===== config.mk =====
export PLATFORM = sky130hd
export DESIGN_NAME = vector_delta_extrapolation
export DESIGN_NICKNAME = d
export VERILOG_FILES = /design/src/rtl/vde_pkg.sv /design/src/rtl/vde_mul.sv /design/src/rtl/vde_div.sv /design/src/rtl/vector_delta_extrapolation.sv
export SDC_FILE = /design/constraint.sdc
export NUM_CORES = 2
export LEC_CHECK = 0
export ABC_AREA = 1
export BUFFER_PORTS_ARGS = -buffer_cell sky130_fd_sc_hd__buf_2
export CAP_MARGIN = 20
export CORE_MARGIN = 8
export CORE_UTILIZATION = 60
export CTS_CLUSTER_DIAMETER = 30
export DETAILED_ROUTE_END_ITERATION = 7
export GPL_TIMING_DRIVEN = 0
export PLACE_DENSITY = 0.77
export RECOVER_POWER = 25
export REMOVE_ABC_BUFFERS = 1
export SYNTH_ARGS = -nofsm -noshare
export SYNTH_HDL_FRONTEND = slang
export SYNTH_SLANG_ARGS = --single-unit

===== constraint.sdc =====
create_clock -name clock -period 21.2 [get_ports clock]
set_input_delay 4.24 -clock clock [delete_from_list [all_inputs] [get_ports clock]]
set_output_delay 4.24 -clock clock [all_outputs]
set_load 0.03 [all_outputs]

===== src/rtl/vde_pkg.sv =====
// ----------------------------------------------------------------------------
// vde_pkg
// Shared types, widths and codes of the vector delta extrapolation block.
// ----------------------------------------------------------------------------
`default_nettype none

package vde_pkg;

   localparam int FRAC_BITS_DEF = 16;

   localparam int SAMPLE_W = 32;             // element width
   localparam int SUM_W    = 64;             // accumulated sums
   localparam int OPND_W   = 35;             // signed multiplier operands
   localparam int MAG_W    = 34;             // operand magnitudes
   localparam int PP_W     = 17;             // multiplier digit width
   localparam int PROD_W   = 2 * MAG_W;      // full product width
   localparam int MODE_W   = 2;

   localparam logic [MODE_W-1:0] MODE_PASS   = 2'd0;
   localparam logic [MODE_W-1:0] MODE_FIRST  = 2'd1;
   localparam logic [MODE_W-1:0] MODE_SECOND = 2'd2;

   localparam logic OP_ACCUMULATE = 1'b0;
   localparam logic OP_APPLY      = 1'b1;

   localparam logic [SAMPLE_W-1:0] SAMPLE_MAX = 32'h7FFF_FFFF;
   localparam logic [SAMPLE_W-1:0] SAMPLE_MIN = 32'h8000_0000;
   localparam logic [SUM_W-1:0]    SUM_MAX    = 64'h7FFF_FFFF_FFFF_FFFF;
   localparam logic [SUM_W-1:0]    SUM_MIN    = 64'h8000_0000_0000_0000;

   typedef struct packed {
      logic [SAMPLE_W-1:0] ratio;
      logic                zero_den;
      logic                sat;
   } div_result_type;

endpackage

`default_nettype wire


===== src/rtl/vde_mul.sv =====
// ----------------------------------------------------------------------------
// vde_mul
// Shared fixed-point multiplier: sign-magnitude product of two operands,
// built from two 34x17 partial products, magnitude shifted right by the
// fraction width and the sign restored.
// ----------------------------------------------------------------------------
`default_nettype none

module vde_mul #(
   parameter int FRAC_BITS = vde_pkg::FRAC_BITS_DEF
) (
   input  wire logic                        clock,
   input  wire logic                        reset,
   input  wire logic                        start,
   input  wire logic [vde_pkg::OPND_W-1:0]  opnd_a,
   input  wire logic [vde_pkg::OPND_W-1:0]  opnd_b,
   output logic                             done,
   output logic [vde_pkg::SUM_W-1:0]        product
);
   import vde_pkg::*;

   typedef enum logic [3:0] {
      M_IDLE = 4'b0001,
      M_LO   = 4'b0010,
      M_HI   = 4'b0100,
      M_OUT  = 4'b1000
   } mul_state_type;

   mul_state_type        state_ff, state_in;
   logic [MAG_W-1:0]     ma_ff, ma_in;
   logic [MAG_W-1:0]     mb_ff, mb_in;
   logic                 neg_ff, neg_in;
   logic [PROD_W-1:0]    acc_ff, acc_in;
   logic [SUM_W-1:0]     product_ff, product_in;
   logic                 done_ff, done_in;

   logic [OPND_W-1:0]        abs_a, abs_b;
   logic [PP_W-1:0]          digit;
   logic [MAG_W+PP_W-1:0]    pp;
   logic [PROD_W-1:0]        shifted;
   logic [SUM_W-1:0]         mag;

   assign abs_a   = opnd_a[OPND_W-1] ? (~opnd_a + OPND_W'(1)) : opnd_a;
   assign abs_b   = opnd_b[OPND_W-1] ? (~opnd_b + OPND_W'(1)) : opnd_b;
   assign digit   = (state_ff == M_HI) ? mb_ff[MAG_W-1:PP_W] : mb_ff[PP_W-1:0];
   assign pp      = (MAG_W+PP_W)'(ma_ff) * (MAG_W+PP_W)'(digit);
   assign shifted = acc_ff >> FRAC_BITS;
   assign mag     = shifted[SUM_W-1:0];

   always_comb begin
      state_in   = state_ff;
      ma_in      = ma_ff;
      mb_in      = mb_ff;
      neg_in     = neg_ff;
      acc_in     = acc_ff;
      product_in = product_ff;
      done_in    = 1'b0;
      unique case (state_ff)
         M_IDLE: begin
            if (start) begin
               ma_in    = abs_a[MAG_W-1:0];
               mb_in    = abs_b[MAG_W-1:0];
               neg_in   = opnd_a[OPND_W-1] ^ opnd_b[OPND_W-1];
               state_in = M_LO;
            end
         end
         M_LO: begin
            acc_in   = PROD_W'(pp);
            state_in = M_HI;
         end
         M_HI: begin
            acc_in   = acc_ff + (PROD_W'(pp) << PP_W);
            state_in = M_OUT;
         end
         M_OUT: begin
            product_in = neg_ff ? (~mag + SUM_W'(1)) : mag;
            done_in    = 1'b1;
            state_in   = M_IDLE;
         end
         default: state_in = M_IDLE;
      endcase
   end

   always_ff @(posedge clock) begin
      if (reset) begin
         state_ff <= M_IDLE;
         done_ff  <= 1'b0;
      end else begin
         state_ff <= state_in;
         done_ff  <= done_in;
      end
   end

   always_ff @(posedge clock) begin
      ma_ff      <= ma_in;
      mb_ff      <= mb_in;
      neg_ff     <= neg_in;
      acc_ff     <= acc_in;
      product_ff <= product_in;
   end

   assign done    = done_ff;
   assign product = product_ff;

endmodule

`default_nettype wire


===== src/rtl/vde_div.sv =====
// ----------------------------------------------------------------------------
// vde_div
// Radix-2 restoring divider for the ratio: quotient of the numerator
// shifted left by the fraction width over the denominator, one bit a cycle,
// with saturation to 32 bits and a zero-denominator short cut.
// ----------------------------------------------------------------------------
`default_nettype none

module vde_div #(
   parameter int FRAC_BITS = vde_pkg::FRAC_BITS_DEF
) (
   input  wire logic                          clock,
   input  wire logic                          reset,
   input  wire logic                          start,
   input  wire logic [vde_pkg::SUM_W-1:0]     numerator,
   input  wire logic [vde_pkg::SUM_W-1:0]     denominator,
   output logic                               done,
   output vde_pkg::div_result_type            result
);
   import vde_pkg::*;

   localparam int STEPS = SUM_W + FRAC_BITS;
   localparam int CNT_W = $clog2(STEPS);

   typedef enum logic [2:0] {
      D_IDLE = 3'b001,
      D_RUN  = 3'b010,
      D_FIN  = 3'b100
   } div_state_type;

   div_state_type       state_ff, state_in;
   logic [CNT_W-1:0]    cnt_ff, cnt_in;
   logic [SUM_W-1:0]    rem_ff, rem_in;
   logic [SUM_W-1:0]    dvd_ff, dvd_in;
   logic [SUM_W-1:0]    dvs_ff, dvs_in;
   logic [SAMPLE_W-1:0] quo_ff, quo_in;
   logic                ovf_ff, ovf_in;
   logic                neg_ff, neg_in;
   logic                zero_ff, zero_in;
   logic                done_ff, done_in;
   div_result_type      result_ff, result_in;

   logic [SUM_W:0]      trial;
   logic [SUM_W:0]      diff;
   logic                fits;
   logic [SUM_W-1:0]    abs_num, abs_den;
   logic [SAMPLE_W-1:0] neg_quo;

   assign abs_num = numerator[SUM_W-1]   ? (~numerator + SUM_W'(1))   : numerator;
   assign abs_den = denominator[SUM_W-1] ? (~denominator + SUM_W'(1)) : denominator;
   assign trial   = {rem_ff, dvd_ff[SUM_W-1]};
   assign diff    = trial - {1'b0, dvs_ff};
   assign fits    = trial >= {1'b0, dvs_ff};
   assign neg_quo = ~quo_ff + SAMPLE_W'(1);

   always_comb begin
      state_in  = state_ff;
      cnt_in    = cnt_ff;
      rem_in    = rem_ff;
      dvd_in    = dvd_ff;
      dvs_in    = dvs_ff;
      quo_in    = quo_ff;
      ovf_in    = ovf_ff;
      neg_in    = neg_ff;
      zero_in   = zero_ff;
      result_in = result_ff;
      done_in   = 1'b0;
      unique case (state_ff)
         D_IDLE: begin
            if (start) begin
               rem_in  = '0;
               dvd_in  = abs_num;
               dvs_in  = abs_den;
               quo_in  = '0;
               ovf_in  = 1'b0;
               neg_in  = numerator[SUM_W-1] ^ denominator[SUM_W-1];
               cnt_in  = CNT_W'(STEPS - 1);
               zero_in = (denominator == '0);
               state_in = (denominator == '0) ? D_FIN : D_RUN;
            end
         end
         D_RUN: begin
            // Remainder stays below the divisor, so 64 bits always hold it.
            rem_in = fits ? diff[SUM_W-1:0] : trial[SUM_W-1:0];
            dvd_in = dvd_ff << 1;
            quo_in = {quo_ff[SAMPLE_W-2:0], fits};
            ovf_in = ovf_ff | quo_ff[SAMPLE_W-1];
            cnt_in = cnt_ff - CNT_W'(1);
            if (cnt_ff == '0) begin
               state_in = D_FIN;
            end
         end
         D_FIN: begin
            result_in.zero_den = zero_ff;
            result_in.sat      = 1'b0;
            if (zero_ff) begin
               result_in.ratio = '0;
            end else if (ovf_ff) begin
               result_in.ratio = neg_ff ? SAMPLE_MIN : SAMPLE_MAX;
               result_in.sat   = 1'b1;
            end else if (neg_ff) begin
               if (quo_ff[SAMPLE_W-1] && (quo_ff[SAMPLE_W-2:0] != '0)) begin
                  result_in.ratio = SAMPLE_MIN;
                  result_in.sat   = 1'b1;
               end else begin
                  result_in.ratio = neg_quo;
               end
            end else if (quo_ff[SAMPLE_W-1]) begin
               result_in.ratio = SAMPLE_MAX;
               result_in.sat   = 1'b1;
            end else begin
               result_in.ratio = quo_ff;
            end
            done_in  = 1'b1;
            state_in = D_IDLE;
         end
         default: state_in = D_IDLE;
      endcase
   end

   always_ff @(posedge clock) begin
      if (reset) begin
         state_ff <= D_IDLE;
         done_ff  <= 1'b0;
      end else begin
         state_ff <= state_in;
         done_ff  <= done_in;
      end
   end

   always_ff @(posedge clock) begin
      cnt_ff    <= cnt_in;
      rem_ff    <= rem_in;
      dvd_ff    <= dvd_in;
      dvs_ff    <= dvs_in;
      quo_ff    <= quo_in;
      ovf_ff    <= ovf_in;
      neg_ff    <= neg_in;
      zero_ff   <= zero_in;
      result_ff <= result_in;
   end

   assign done   = done_ff;
   assign result = result_ff;

endmodule

`default_nettype wire


===== src/rtl/vector_delta_extrapolation.sv =====
// ----------------------------------------------------------------------------
// vector_delta_extrapolation
// Vector delta-squared extrapolation of the newest of three iterates, one
// element per request, with an accumulate pass and an apply pass.
// ----------------------------------------------------------------------------
// One request is handled at a time; req_stall is high from acceptance until
// the sequencer is back in its idle state. All products go through one
// shared 34x17 multiplier: an accumulate request in mode 1 or 2 takes one
// product for the numerator sum and one for the denominator sum, and an apply
// request one product (none in pass-through mode). The last accumulate element
// also runs the bit-serial divider. A finished response waits in the output
// register while the next request is taken.
`default_nettype none

module vector_delta_extrapolation #(
   parameter int FRAC_BITS = vde_pkg::FRAC_BITS_DEF
) (
   input  wire logic                          clock,
   input  wire logic                          reset,
   input  wire logic                          csr_write_enable,
   input  wire logic [vde_pkg::MODE_W-1:0]    csr_write_data,
   input  wire logic                          req_valid,
   output logic                               req_stall,
   input  wire logic                          req_opcode,
   input  wire logic [vde_pkg::SAMPLE_W-1:0]  req_oldest_value,
   input  wire logic [vde_pkg::SAMPLE_W-1:0]  req_middle_value,
   input  wire logic [vde_pkg::SAMPLE_W-1:0]  req_newest_value,
   input  wire logic                          req_last_element,
   output logic                               rsp_valid,
   input  wire logic                          rsp_stall,
   output logic [vde_pkg::SAMPLE_W-1:0]       rsp_extrapolated_value,
   output logic                               rsp_zero_denominator,
   output logic                               rsp_saturated,
   output logic                               rsp_last_result
);
   import vde_pkg::*;

   typedef enum logic [5:0] {
      ST_IDLE = 6'b000001,
      ST_NUM  = 6'b000010,
      ST_DEN  = 6'b000100,
      ST_DIV  = 6'b001000,
      ST_APP  = 6'b010000,
      ST_EMIT = 6'b100000
   } state_type;

   state_type            state_ff, state_in;
   logic [MODE_W-1:0]    mode_ff;
   logic                 active_ff, active_in;
   logic                 last_ff, last_in;
   logic [OPND_W-1:0]    w_ff, w_in;
   logic [OPND_W-1:0]    d1_ff, d1_in;
   logic [OPND_W-1:0]    d2_ff, d2_in;
   logic [OPND_W-1:0]    diff_ff, diff_in;
   logic [SAMPLE_W-1:0]  newest_ff, newest_in;
   logic [SUM_W-1:0]     num_ff, num_in;
   logic [SUM_W-1:0]     den_ff, den_in;
   logic                 pass_sat_ff, pass_sat_in;
   logic [SAMPLE_W-1:0]  ratio_ff, ratio_in;
   logic                 zero_den_ff, zero_den_in;
   logic                 sat_flag_ff, sat_flag_in;
   logic                 mul_start_ff, mul_start_in;
   logic                 div_start_ff, div_start_in;

   logic                 rsp_valid_ff, rsp_valid_in;
   logic [SAMPLE_W-1:0]  rsp_value_ff, rsp_value_in;
   logic                 rsp_zero_ff, rsp_zero_in;
   logic                 rsp_sat_ff, rsp_sat_in;
   logic                 rsp_last_ff, rsp_last_in;

   logic                 accept;
   logic                 out_free;
   logic                 mode_active;
   logic [OPND_W-1:0]    old_x, mid_x, new_x;
   logic [OPND_W-1:0]    mul_a, mul_b;
   logic                 mul_done;
   logic [SUM_W-1:0]     mul_product;
   logic                 div_done;
   div_result_type       div_result;
   logic [SUM_W-1:0]     add_base;
   logic [SUM_W:0]       add_sum;
   logic                 add_ovf;
   logic [SUM_W-1:0]     add_result;
   logic [SUM_W-1:0]     app_sum;
   logic                 app_ovf;

   assign accept      = req_valid && !req_stall;
   assign out_free    = !rsp_valid_ff || !rsp_stall;
   assign mode_active = (mode_ff == MODE_FIRST) || (mode_ff == MODE_SECOND);

   assign old_x = OPND_W'($signed(req_oldest_value));
   assign mid_x = OPND_W'($signed(req_middle_value));
   assign new_x = OPND_W'($signed(req_newest_value));

   always_comb begin
      unique case (state_ff)
         ST_DEN: begin
            mul_a = w_ff;
            mul_b = d2_ff;
         end
         ST_APP: begin
            mul_a = OPND_W'($signed(ratio_ff));
            mul_b = diff_ff;
         end
         default: begin
            mul_a = w_ff;
            mul_b = d1_ff;
         end
      endcase
   end

   vde_mul #(
      .FRAC_BITS (FRAC_BITS)
   ) u_mul (
      .clock   (clock),
      .reset   (reset),
      .start   (mul_start_ff),
      .opnd_a  (mul_a),
      .opnd_b  (mul_b),
      .done    (mul_done),
      .product (mul_product)
   );

   vde_div #(
      .FRAC_BITS (FRAC_BITS)
   ) u_div (
      .clock       (clock),
      .reset       (reset),
      .start       (div_start_ff),
      .numerator   (num_ff),
      .denominator (den_ff),
      .done        (div_done),
      .result      (div_result)
   );

   // Saturating add of the fresh product into whichever sum is being built.
   assign add_base   = (state_ff == ST_DEN) ? den_ff : num_ff;
   assign add_sum    = {add_base[SUM_W-1], add_base} + {mul_product[SUM_W-1], mul_product};
   assign add_ovf    = add_sum[SUM_W] != add_sum[SUM_W-1];
   assign add_result = add_ovf ? (add_sum[SUM_W] ? SUM_MIN : SUM_MAX) : add_sum[SUM_W-1:0];

   // Products here stay well inside 64 bits, so only the 32-bit bound matters.
   assign app_sum = SUM_W'($signed(newest_ff)) + mul_product;
   assign app_ovf = app_sum[SUM_W-1:SAMPLE_W-1] != {(SUM_W-SAMPLE_W+1){app_sum[SUM_W-1]}};

   always_comb begin
      state_in     = state_ff;
      active_in    = active_ff;
      last_in      = last_ff;
      w_in         = w_ff;
      d1_in        = d1_ff;
      d2_in        = d2_ff;
      diff_in      = diff_ff;
      newest_in    = newest_ff;
      num_in       = num_ff;
      den_in       = den_ff;
      pass_sat_in  = pass_sat_ff;
      ratio_in     = ratio_ff;
      zero_den_in  = zero_den_ff;
      sat_flag_in  = sat_flag_ff;
      mul_start_in = 1'b0;
      div_start_in = 1'b0;
      rsp_value_in = rsp_value_ff;
      rsp_zero_in  = rsp_zero_ff;
      rsp_sat_in   = rsp_sat_ff;
      rsp_last_in  = rsp_last_ff;
      rsp_valid_in = out_free ? 1'b0 : rsp_valid_ff;

      unique case (state_ff)
         ST_IDLE: begin
            if (accept) begin
               active_in = mode_active;
               last_in   = req_last_element;
               newest_in = req_newest_value;
               d1_in     = mid_x - new_x;
               d2_in     = old_x - (mid_x << 1) + new_x;
               w_in      = (mode_ff == MODE_FIRST) ? (old_x - mid_x)
                                                   : (old_x - (mid_x << 1) + new_x);
               diff_in   = new_x - mid_x;
               if (req_opcode == OP_APPLY) begin
                  if (mode_active) begin
                     state_in     = ST_APP;
                     mul_start_in = 1'b1;
                  end else begin
                     state_in = ST_EMIT;
                  end
               end else if (mode_active) begin
                  state_in     = ST_NUM;
                  mul_start_in = 1'b1;
               end else if (req_last_element) begin
                  state_in     = ST_DIV;
                  div_start_in = 1'b1;
               end
            end
         end
         ST_NUM: begin
            if (mul_done) begin
               num_in       = add_result;
               pass_sat_in  = pass_sat_ff | add_ovf;
               state_in     = ST_DEN;
               mul_start_in = 1'b1;
            end
         end
         ST_DEN: begin
            if (mul_done) begin
               den_in      = add_result;
               pass_sat_in = pass_sat_ff | add_ovf;
               if (last_ff) begin
                  state_in     = ST_DIV;
                  div_start_in = 1'b1;
               end else begin
                  state_in = ST_IDLE;
               end
            end
         end
         ST_DIV: begin
            if (div_done) begin
               ratio_in    = div_result.ratio;
               zero_den_in = div_result.zero_den;
               sat_flag_in = pass_sat_ff | div_result.sat;
               num_in      = '0;
               den_in      = '0;
               pass_sat_in = 1'b0;
               state_in    = ST_IDLE;
            end
         end
         ST_APP: begin
            if (mul_done) begin
               state_in = ST_EMIT;
            end
         end
         ST_EMIT: begin
            // Waits here only while an earlier response is still held.
            if (out_free) begin
               rsp_valid_in = 1'b1;
               rsp_last_in  = last_ff;
               if (active_ff) begin
                  rsp_value_in = app_ovf ? (app_sum[SUM_W-1] ? SAMPLE_MIN : SAMPLE_MAX)
                                         : app_sum[SAMPLE_W-1:0];
                  rsp_zero_in  = zero_den_ff;
                  rsp_sat_in   = sat_flag_ff | app_ovf;
               end else begin
                  rsp_value_in = newest_ff;
                  rsp_zero_in  = 1'b0;
                  rsp_sat_in   = 1'b0;
               end
               state_in = ST_IDLE;
            end
         end
         default: state_in = ST_IDLE;
      endcase
   end

   always_ff @(posedge clock) begin
      if (reset) begin
         state_ff     <= ST_IDLE;
         mode_ff      <= MODE_PASS;
         num_ff       <= '0;
         den_ff       <= '0;
         pass_sat_ff  <= 1'b0;
         ratio_ff     <= '0;
         zero_den_ff  <= 1'b0;
         sat_flag_ff  <= 1'b0;
         mul_start_ff <= 1'b0;
         div_start_ff <= 1'b0;
         rsp_valid_ff <= 1'b0;
      end else begin
         state_ff     <= state_in;
         if (csr_write_enable) begin
            mode_ff <= csr_write_data;
         end
         num_ff       <= num_in;
         den_ff       <= den_in;
         pass_sat_ff  <= pass_sat_in;
         ratio_ff     <= ratio_in;
         zero_den_ff  <= zero_den_in;
         sat_flag_ff  <= sat_flag_in;
         mul_start_ff <= mul_start_in;
         div_start_ff <= div_start_in;
         rsp_valid_ff <= rsp_valid_in;
      end
   end

   always_ff @(posedge clock) begin
      active_ff    <= active_in;
      last_ff      <= last_in;
      w_ff         <= w_in;
      d1_ff        <= d1_in;
      d2_ff        <= d2_in;
      diff_ff      <= diff_in;
      newest_ff    <= newest_in;
      rsp_value_ff <= rsp_value_in;
      rsp_zero_ff  <= rsp_zero_in;
      rsp_sat_ff   <= rsp_sat_in;
      rsp_last_ff  <= rsp_last_in;
   end

   assign req_stall              = (state_ff != ST_IDLE);
   assign rsp_valid              = rsp_valid_ff;
   assign rsp_extrapolated_value = rsp_value_ff;
   assign rsp_zero_denominator   = rsp_zero_ff;
   assign rsp_saturated          = rsp_sat_ff;
   assign rsp_last_result        = rsp_last_ff;

   // A product only arrives while the sequencer waits for one.
   a_mul_done_in_wait: assert property (@(posedge clock) disable iff (reset)
      mul_done |-> (state_ff == ST_NUM || state_ff == ST_DEN || state_ff == ST_APP))
      else $error("multiplier result arrived outside a multiply state");

   // The divider only finishes while the sequencer waits for it.
   a_div_done_in_wait: assert property (@(posedge clock) disable iff (reset)
      div_done |-> state_ff == ST_DIV)
      else $error("divider result arrived outside the divide state");

   // Closing a pass leaves both sums and the pass saturation cleared.
   a_pass_cleared: assert property (@(posedge clock) disable iff (reset)
      (state_ff == ST_DIV && div_done) |=> (num_ff == '0 && den_ff == '0 && !pass_sat_ff))
      else $error("sums not cleared after division");

   // A zero denominator always forces the ratio to zero.
   a_zero_den_ratio: assert property (@(posedge clock) disable iff (reset)
      zero_den_ff |-> ratio_ff == '0)
      else $error("ratio non-zero with zero denominator flag");

   // A new response is only loaded from the emit state.
   a_rsp_from_emit: assert property (@(posedge clock) disable iff (reset)
      $rose(rsp_valid_ff) |-> $past(state_ff == ST_EMIT))
      else $error("response raised outside the emit state");

endmodule

`default_nettype wire


# ---- Yosys cells after proc, flatten, opt, wreduce, memory -nomap -nowiden
# Index checks and enable logic that the tools add are counted.
dict set report word_totals {
  ff_bits 861
  latchBits 0
  mem_bits_rw 0
  mem_bits_ro 0
  inputBits 105
  elab_cells 207
  mem_count 0
}
dict set report classes {
  addsub 16
  multipliers 1
  div 0
  n_lt_le_gt_ge 1
  n_eq_ne 29
  shifts 0
  mux 77
  bitwise 12
  n_reduce_logical 27
}
# operator count
set ops {}
lappend ops {{$mux W64} 9}
lappend ops {{$pmux W64 S2} 4}
lappend ops {{$mux W32} 8}
lappend ops {{$add A64 B1 Y64 const B} 3}
lappend ops {{$pmux W68 S2} 1}
lappend ops {{$not A64 Y64} 2}
lappend ops {{$sub A32 B32 Y33} 3}
lappend ops {{$mux W35} 2}
lappend ops {{$pmux W35 S2} 1}
lappend ops {{$add A34 B1 Y34 const B} 2}
lappend ops {{$add A68 B68 Y68} 1}
lappend ops {{$mux W34} 2}
lappend ops {{$not A34 Y34} 2}
lappend ops {{$add A64 B64 Y65} 1}
lappend ops {{$ge A65 B64 Y1} 1}
lappend ops {{$add A64 B64 Y64} 1}
lappend ops {{$logic_not A64 Y1} 1}
lappend ops {{$not A52 Y64} 1}
lappend ops {{$pmux W32 S2} 1}
lappend ops {{$sub A64 B64 Y64} 1}
lappend ops {{$mux W63} 1}
lappend ops {{$mux W6} 10}
lappend ops {{$mux W52} 1}
lappend ops {{$mul A34 B17 Y51} 1}
lappend ops {{49 further kinds} 103}

# ---- Depth between registers and ports, before layout
dict set report depth {
  depth_word 7
  depth_mapped 45
  mapped_depth_nobuf 43
}

# ---- Modules after synthesis
# Synthesis repeated with hierarchy kept, for this count alone.
dict set report hier_totals {
  cells_unflattened 12564
  hier_area_um2 88239.6
}
# mod n_inst cells_each area_each_um2 seq_area_each_um2
set modules_own_cells {}
lappend modules_own_cells {vector_delta_extrapolation 1 5159 34245.3 9609.2}
lappend modules_own_cells {vde_mul 1 4091 31888.1 5655.4}
lappend modules_own_cells {vde_div 1 3314 22106.2 8127.8}

# ---- Worst setup path before layout
# No wires, ideal clock.
dict set report synth_timing {
  path_type {input port to flip-flop}
  from {input port req_valid}
  to {register active_ff, enable pin}
  setup_time_ns 0.703
  arrival_time_ns 11.256
  slack_ns 9.242
  cell_stages 2
  path_cell_list {inv_1 -> nor2_1}
}
dict set report synth_via {
  elab_chain_len 2
}
# element line
set synth_rtl {}
lappend synth_rtl {{start: declaration} vector_delta_extrapolation.sv:22} ;# input wire logic req_valid,
lappend synth_rtl {{$logic_and A1 B1 Y1} vector_delta_extrapolation.sv:87} ;# assign accept = req_valid && !req_stall;
lappend synth_rtl {{$reduce_and A2 Y1 (no source line)} -}
lappend synth_rtl {{end signal: assignment} vector_delta_extrapolation.sv:285} ;# active_ff <= active_in;
lappend synth_rtl {{end: declaration} vector_delta_extrapolation.sv:49} ;# logic active_ff, active_in;
# No other way between the ends.
# A chain may end at the register's enable or synchronous reset.

# ---- Worst setup path after layout
dict set report layout_timing {
  from {register u_mul.state_ff[1]}
  to {register u_mul.acc_ff[66], data pin}
}
dict set report layout_via {
  elab_chain_len 5
  word_cells_on_any_way 6
  cone_classes {1 x add/sub; 1 x mul; 2 x eq/ne; 2 x mux}
}
# element line
set layout_rtl {}
lappend layout_rtl {{start: declaration} vde_mul.sv:29} ;# mul_state_type state_ff, state_in;
lappend layout_rtl {{start signal: assignment} vde_mul.sv:89} ;# state_ff <= state_in;
lappend layout_rtl {{$eq A4 B3 Y1} {vde_mul.sv:45, vde_mul.sv:58}}
lappend layout_rtl {{$mux W17} vde_mul.sv:45} ;# assign digit = (state_ff == M_HI) ? mb_ff[MAG_W-1:PP_W] : mb_ff[PP_W-1:0];
lappend layout_rtl {{$mul A34 B17 Y51} vde_mul.sv:46} ;# assign pp = (MAG_W+PP_W)'(ma_ff) * (MAG_W+PP_W)'(digit);
lappend layout_rtl {{$add A68 B68 Y68} vde_mul.sv:72} ;# acc_in = acc_ff + (PROD_W'(pp) << PP_W);
lappend layout_rtl {{$pmux W68 S2 *} vde_mul.sv:58} ;# unique case (state_ff)
lappend layout_rtl {{end signal: assignment} vde_mul.sv:98} ;# acc_ff <= acc_in;
lappend layout_rtl {{end: declaration} vde_mul.sv:33} ;# logic [PROD_W-1:0] acc_ff, acc_in;
# Every way passes the cells marked *; elsewhere a longest branch is shown, timed or not.

==> impl_metrics.py <==
metrics = {
    "clock_tree": {
        "clock_sinks": 840,
        "hold_buffers": 0,
        "cts.path.max_buffers": 3,
        "cts_resized": 0,
        "clk_latency_ps": 820,
        "cts_buffers": 184,
        "cts_max_level": 4,
        "path_clk_slew_ps": 50,
        "postCtsSetupBuffers": 0,
        "cts_root_buf": "clkbuf_16",
        "cts_tree": "done",
    },
    "logic_synthesis": {
        "synthAdderAreaFrac": 0.201,
        "synth.cell_area_um2": 83400,
        "synth_mux_area_frac": 0.00168,
        "synthXorXnorAreaFrac": 0.0612,
        "ys_seq_area_frac": 0.281,
        "synth_edf_count": 657,
        "synth-compound-area-share": 0.134,
        "yosys_most_used_dff": "edfxtp_1",
        "synth.area.top_cells": "edfxtp_1 (24%), fa_1 (12%), nand2_1 (11%)",
        "synth_top_area_share": 0.237,
        "ys_ff_latch": 840,
        "ys_types": 76,
        "synthSimpleGateAreaFrac": 0.215,
        "synthCells": 11100,
        "yosys.area.top_type": "edfxtp_1",
        "syn-mean-instance-area_um2": 7.50,
        "synth_top_family_by_area": "simple AND/OR/NAND/NOR gates",
        "yosysWarnings": 0,
        "async_flop_share": 0,
    },
    "route": {
        "routed_wl_mm": 300,
        "highest_layer": "met5",
        "vias": 78000,
        "drtIter0Drc": 8553,
        "viasPerCell": 5.94,
        "first_pass_iters": 7,
        "wl_met1_mm": 114,
        "wl_met2_mm": 133,
        "post-route-drc-count": 0,
        "antenna_left": 0,
        "wl_met3_mm": 35.3,
        "wl_per_cell_um": 22.8,
    },
    "floorplan": {
        "start_util": 0.606,
        "die_w_um": 389,
        "rows": 136,
        "die_h_um": 389,
        "dieArea_um2": 151000,
        "io_pins": 142,
        "core-area_um2": 138000,
    },
    "placed_design": {
        "dpl.hpwl_mm": 241,
        "place.gp.congestion": 1.08,
        "io_buffer_count": 141,
    },
    "critical_path": {
        "crit_path_start_kind": "register",
        "endpoint_kind": "register",
        "worst_path_max_delay_cell": "clkinv_1",
        "max_stage_delay_ps": 800,
        "worstSetupPathType": "reg -> reg",
        "cp_data_required_time_ps": 21850,
        "reg2reg_depth": 36,
        "arrival_ps": 12680,
        "crit_path_max_fanout": 18,
    },
    "sta": {
        "drv_slew": 253,
        "worstMarginPinSlew_ps": 3240,
        "finalSetupViolCount": 0,
        "fmax_mhz": 83.1,
        "finalSetupTns_ps": 0,
        "skew_ps": 66.0,
        "finalHoldViolCount": 0,
        "relSlewSlack": -1.17,
        "period_share": 0.568,
        "rsz0062_at_grt": "no",
        "min_period_ps": 12040,
    },
    "global_route": {
        "grtUsageTotal": 0.385,
        "grt_pass1_wl_mm": 449,
        "grt_overflow": 0,
        "grt_pass1_vias": 77500,
        "antenna_found_initial": 16,
        "grt_max_degree": 102,
    },
    "layout": {
        "nNetsFinal": 12300,
        "area_delta_synth_final_pct": 11.5,
        "drive_above_1_share": 0.0671,
        "fillers": 11500,
    },
    "min_path": {
        "hold_depth": 0,
        "holdCritPathClass": "reg -> reg",
    },
    "status": {
        "outcome": "complete, but fails checks",
        "violations": "capacitance limit, slew limit",
    },
    "job": {
        "drv_cap": 6,
    },
}
[placed cells by master, fill, tap and decap left out, types with 23 or more instances in the layout]
| cell | synthesis | layout |
|---|---|---|
| clkbuf_16 | 0 | 190 |
| nand2_1 | 2411 | 2408 |
| o21ai_0 | 776 | 767 |
| clkbuf_1 | 251 | 33 |
| o211ai_1 | 26 | 26 |
| a21oi_1 | 795 | 794 |
| bufinv_16 | 0 | 26 |
| nor3_1 | 122 | 127 |
| dfxtp_1 | 183 | 182 |
| edfxtp_1 | 657 | 657 |
| fa_1 | 518 | 518 |
| buf_16 | 0 | 29 |
| inv_6 | 0 | 26 |
| a21oi_2 | 23 | 23 |
| nand2_2 | 42 | 43 |
| o21bai_1 | 50 | 50 |
| nand4_1 | 70 | 70 |
| xor2_1 | 398 | 398 |
| buf_2 | 34 | 142 |
| a31oi_1 | 115 | 115 |
| ha_1 | 509 | 509 |
| o21ai_1 | 36 | 36 |
| or2_2 | 50 | 50 |
| inv_1 | 1940 | 1936 |
| xnor2_1 | 183 | 183 |
| nand3_1 | 325 | 325 |
| o21a_1 | 40 | 40 |
| a21o_1 | 30 | 30 |
| o22ai_1 | 24 | 24 |
| nor4_1 | 62 | 62 |
| clkinv_4 | 0 | 24 |
| nor2_1 | 1125 | 1123 |
[area by class of cell]
class | instances | area [um2] | area share
Antenna cell | 1 | 2.50 | 0.0000269
Clock buffer | 209 | 4870 | 0.0523
Clock inverter | 138 | 1900 | 0.0204
Inverter | 1966 | 7380 | 0.0794
Multi-Input combinational cell | 7976 | 51200 | 0.550
Sequential cell | 840 | 23400 | 0.252
Tap cell | 1794 | 2240 | 0.0241
Timing Repair Buffer | 219 | 2020 | 0.0217
[worst paths after layout]
| check | startpoint | to | slack (ps) |
|---|---|---|---|
| min | u_mul.acc_ff[16]$_DFFE_PP_ | u_mul.product[0]$_DFFE_PP_ | 450 |
| max | u_mul.state_ff[1]$_SDFFE_PP0P_ | u_mul.acc_ff[66]$_SDFFCE_PN0N_ | 9160 |
| min reg2reg | u_mul.acc_ff[16]$_DFFE_PP_ | u_mul.product[0]$_DFFE_PP_ | 450 |
| max reg2reg | u_mul.state_ff[1]$_SDFFE_PP0P_ | u_mul.acc_ff[66]$_SDFFCE_PN0N_ | 9160 |
[critical path, delay by kind of cell (launching register included)]
family / cells / cell delay [ps]
DFF: 1 / 320
xor gates and xnor gates: 1 / 480
and+or+nand+nor: 3 / 1140
adders and majority gates: 8 / 3850
AOI/OAI and AO/OA: 15 / 4370
buffers and inverters: 9 / 1730
[synth_stat cells, types with 7 or more instances]
cell and n:
o21ai_0 776, buf_4 11, or2_2 50, o2111ai_1 13, nand3_1 325, inv_1 1940
xor2_1 398, buf_2 34, a31oi_1 115, nor4_1 62, inv_2 10, nor2_2 21
mux2i_1 14, a21boi_0 20, o21a_1 40, nand2_1 2411, clkinv_1 16, nor3_2 14
a21oi_1 795, nor3_1 122, a221oi_1 14, ha_1 509, o21ai_1 36, edfxtp_1 657
clkbuf_1 251, o31ai_1 14, o21bai_1 50, a21oi_2 23, fa_1 518, buf_1 24
a211oi_1 17, xnor2_1 183, nor2_4 9, nand3_2 20, dfxtp_1 183, o211ai_1 26
nand2_2 42, a21o_1 30, o22ai_1 24, o221a_2 7, buf_6 13, nand3b_1 20
nand4_1 70, nor2_1 1125
[kinds of logic (layout without fill, tap and decap cells)]
logic type / after synthesis / count (layout)
flops: 840 / 840
compound gates: 2031 / 2031
mux: 14 / 14
xor+xnor: 582 / 582
simple gates: 4322 / 4322
buf+inv: 2301 / 2532
other cells: 0 / 1
fa+ha+maj: 1027 / 1027
[metrics by stage]
step | hold slack, ps | instances | instance area, um2 | util | worst slack, ps
after CTS | 446 | 13100 | 93100 | 0.676 | 9170
after global routing | 468 | 13100 | 93000 | 0.675 | 8790
final | 450 | 13100 | 93000 | 0.675 | 9160
after floorplan | 419 | 10800 | 81900 | - | 5320
after detailed placement | 437 | 12800 | 86300 | 0.627 | 9260
after global placement | 436 | 12700 | 84800 | 0.616 | -7010
[registers in the layout, indices dropped and copies added (netlist names), 35 cells and up, named ones only]
name           count
u_div.dvd_ff      64
den_ff            64
w_ff              35
num_ff            64
u_div.dvs_ff      64
u_mul.acc_ff      52
d2_ff             35
u_div.rem_ff      64
u_mul.product     64
[routing by layer]
layer | up-vias | global-route usage
met5 | - | 0.000957
met4 | 6 | 0.192
met3 | 869 | 0.103
met2 | 4424 | 0.609
met1 | 36800 | 0.488
li1 | 36000 | -
Power is left out: the tool's default activity adds up to more than one toggle a clock period on the data nets, which glitch-free logic cannot reach.
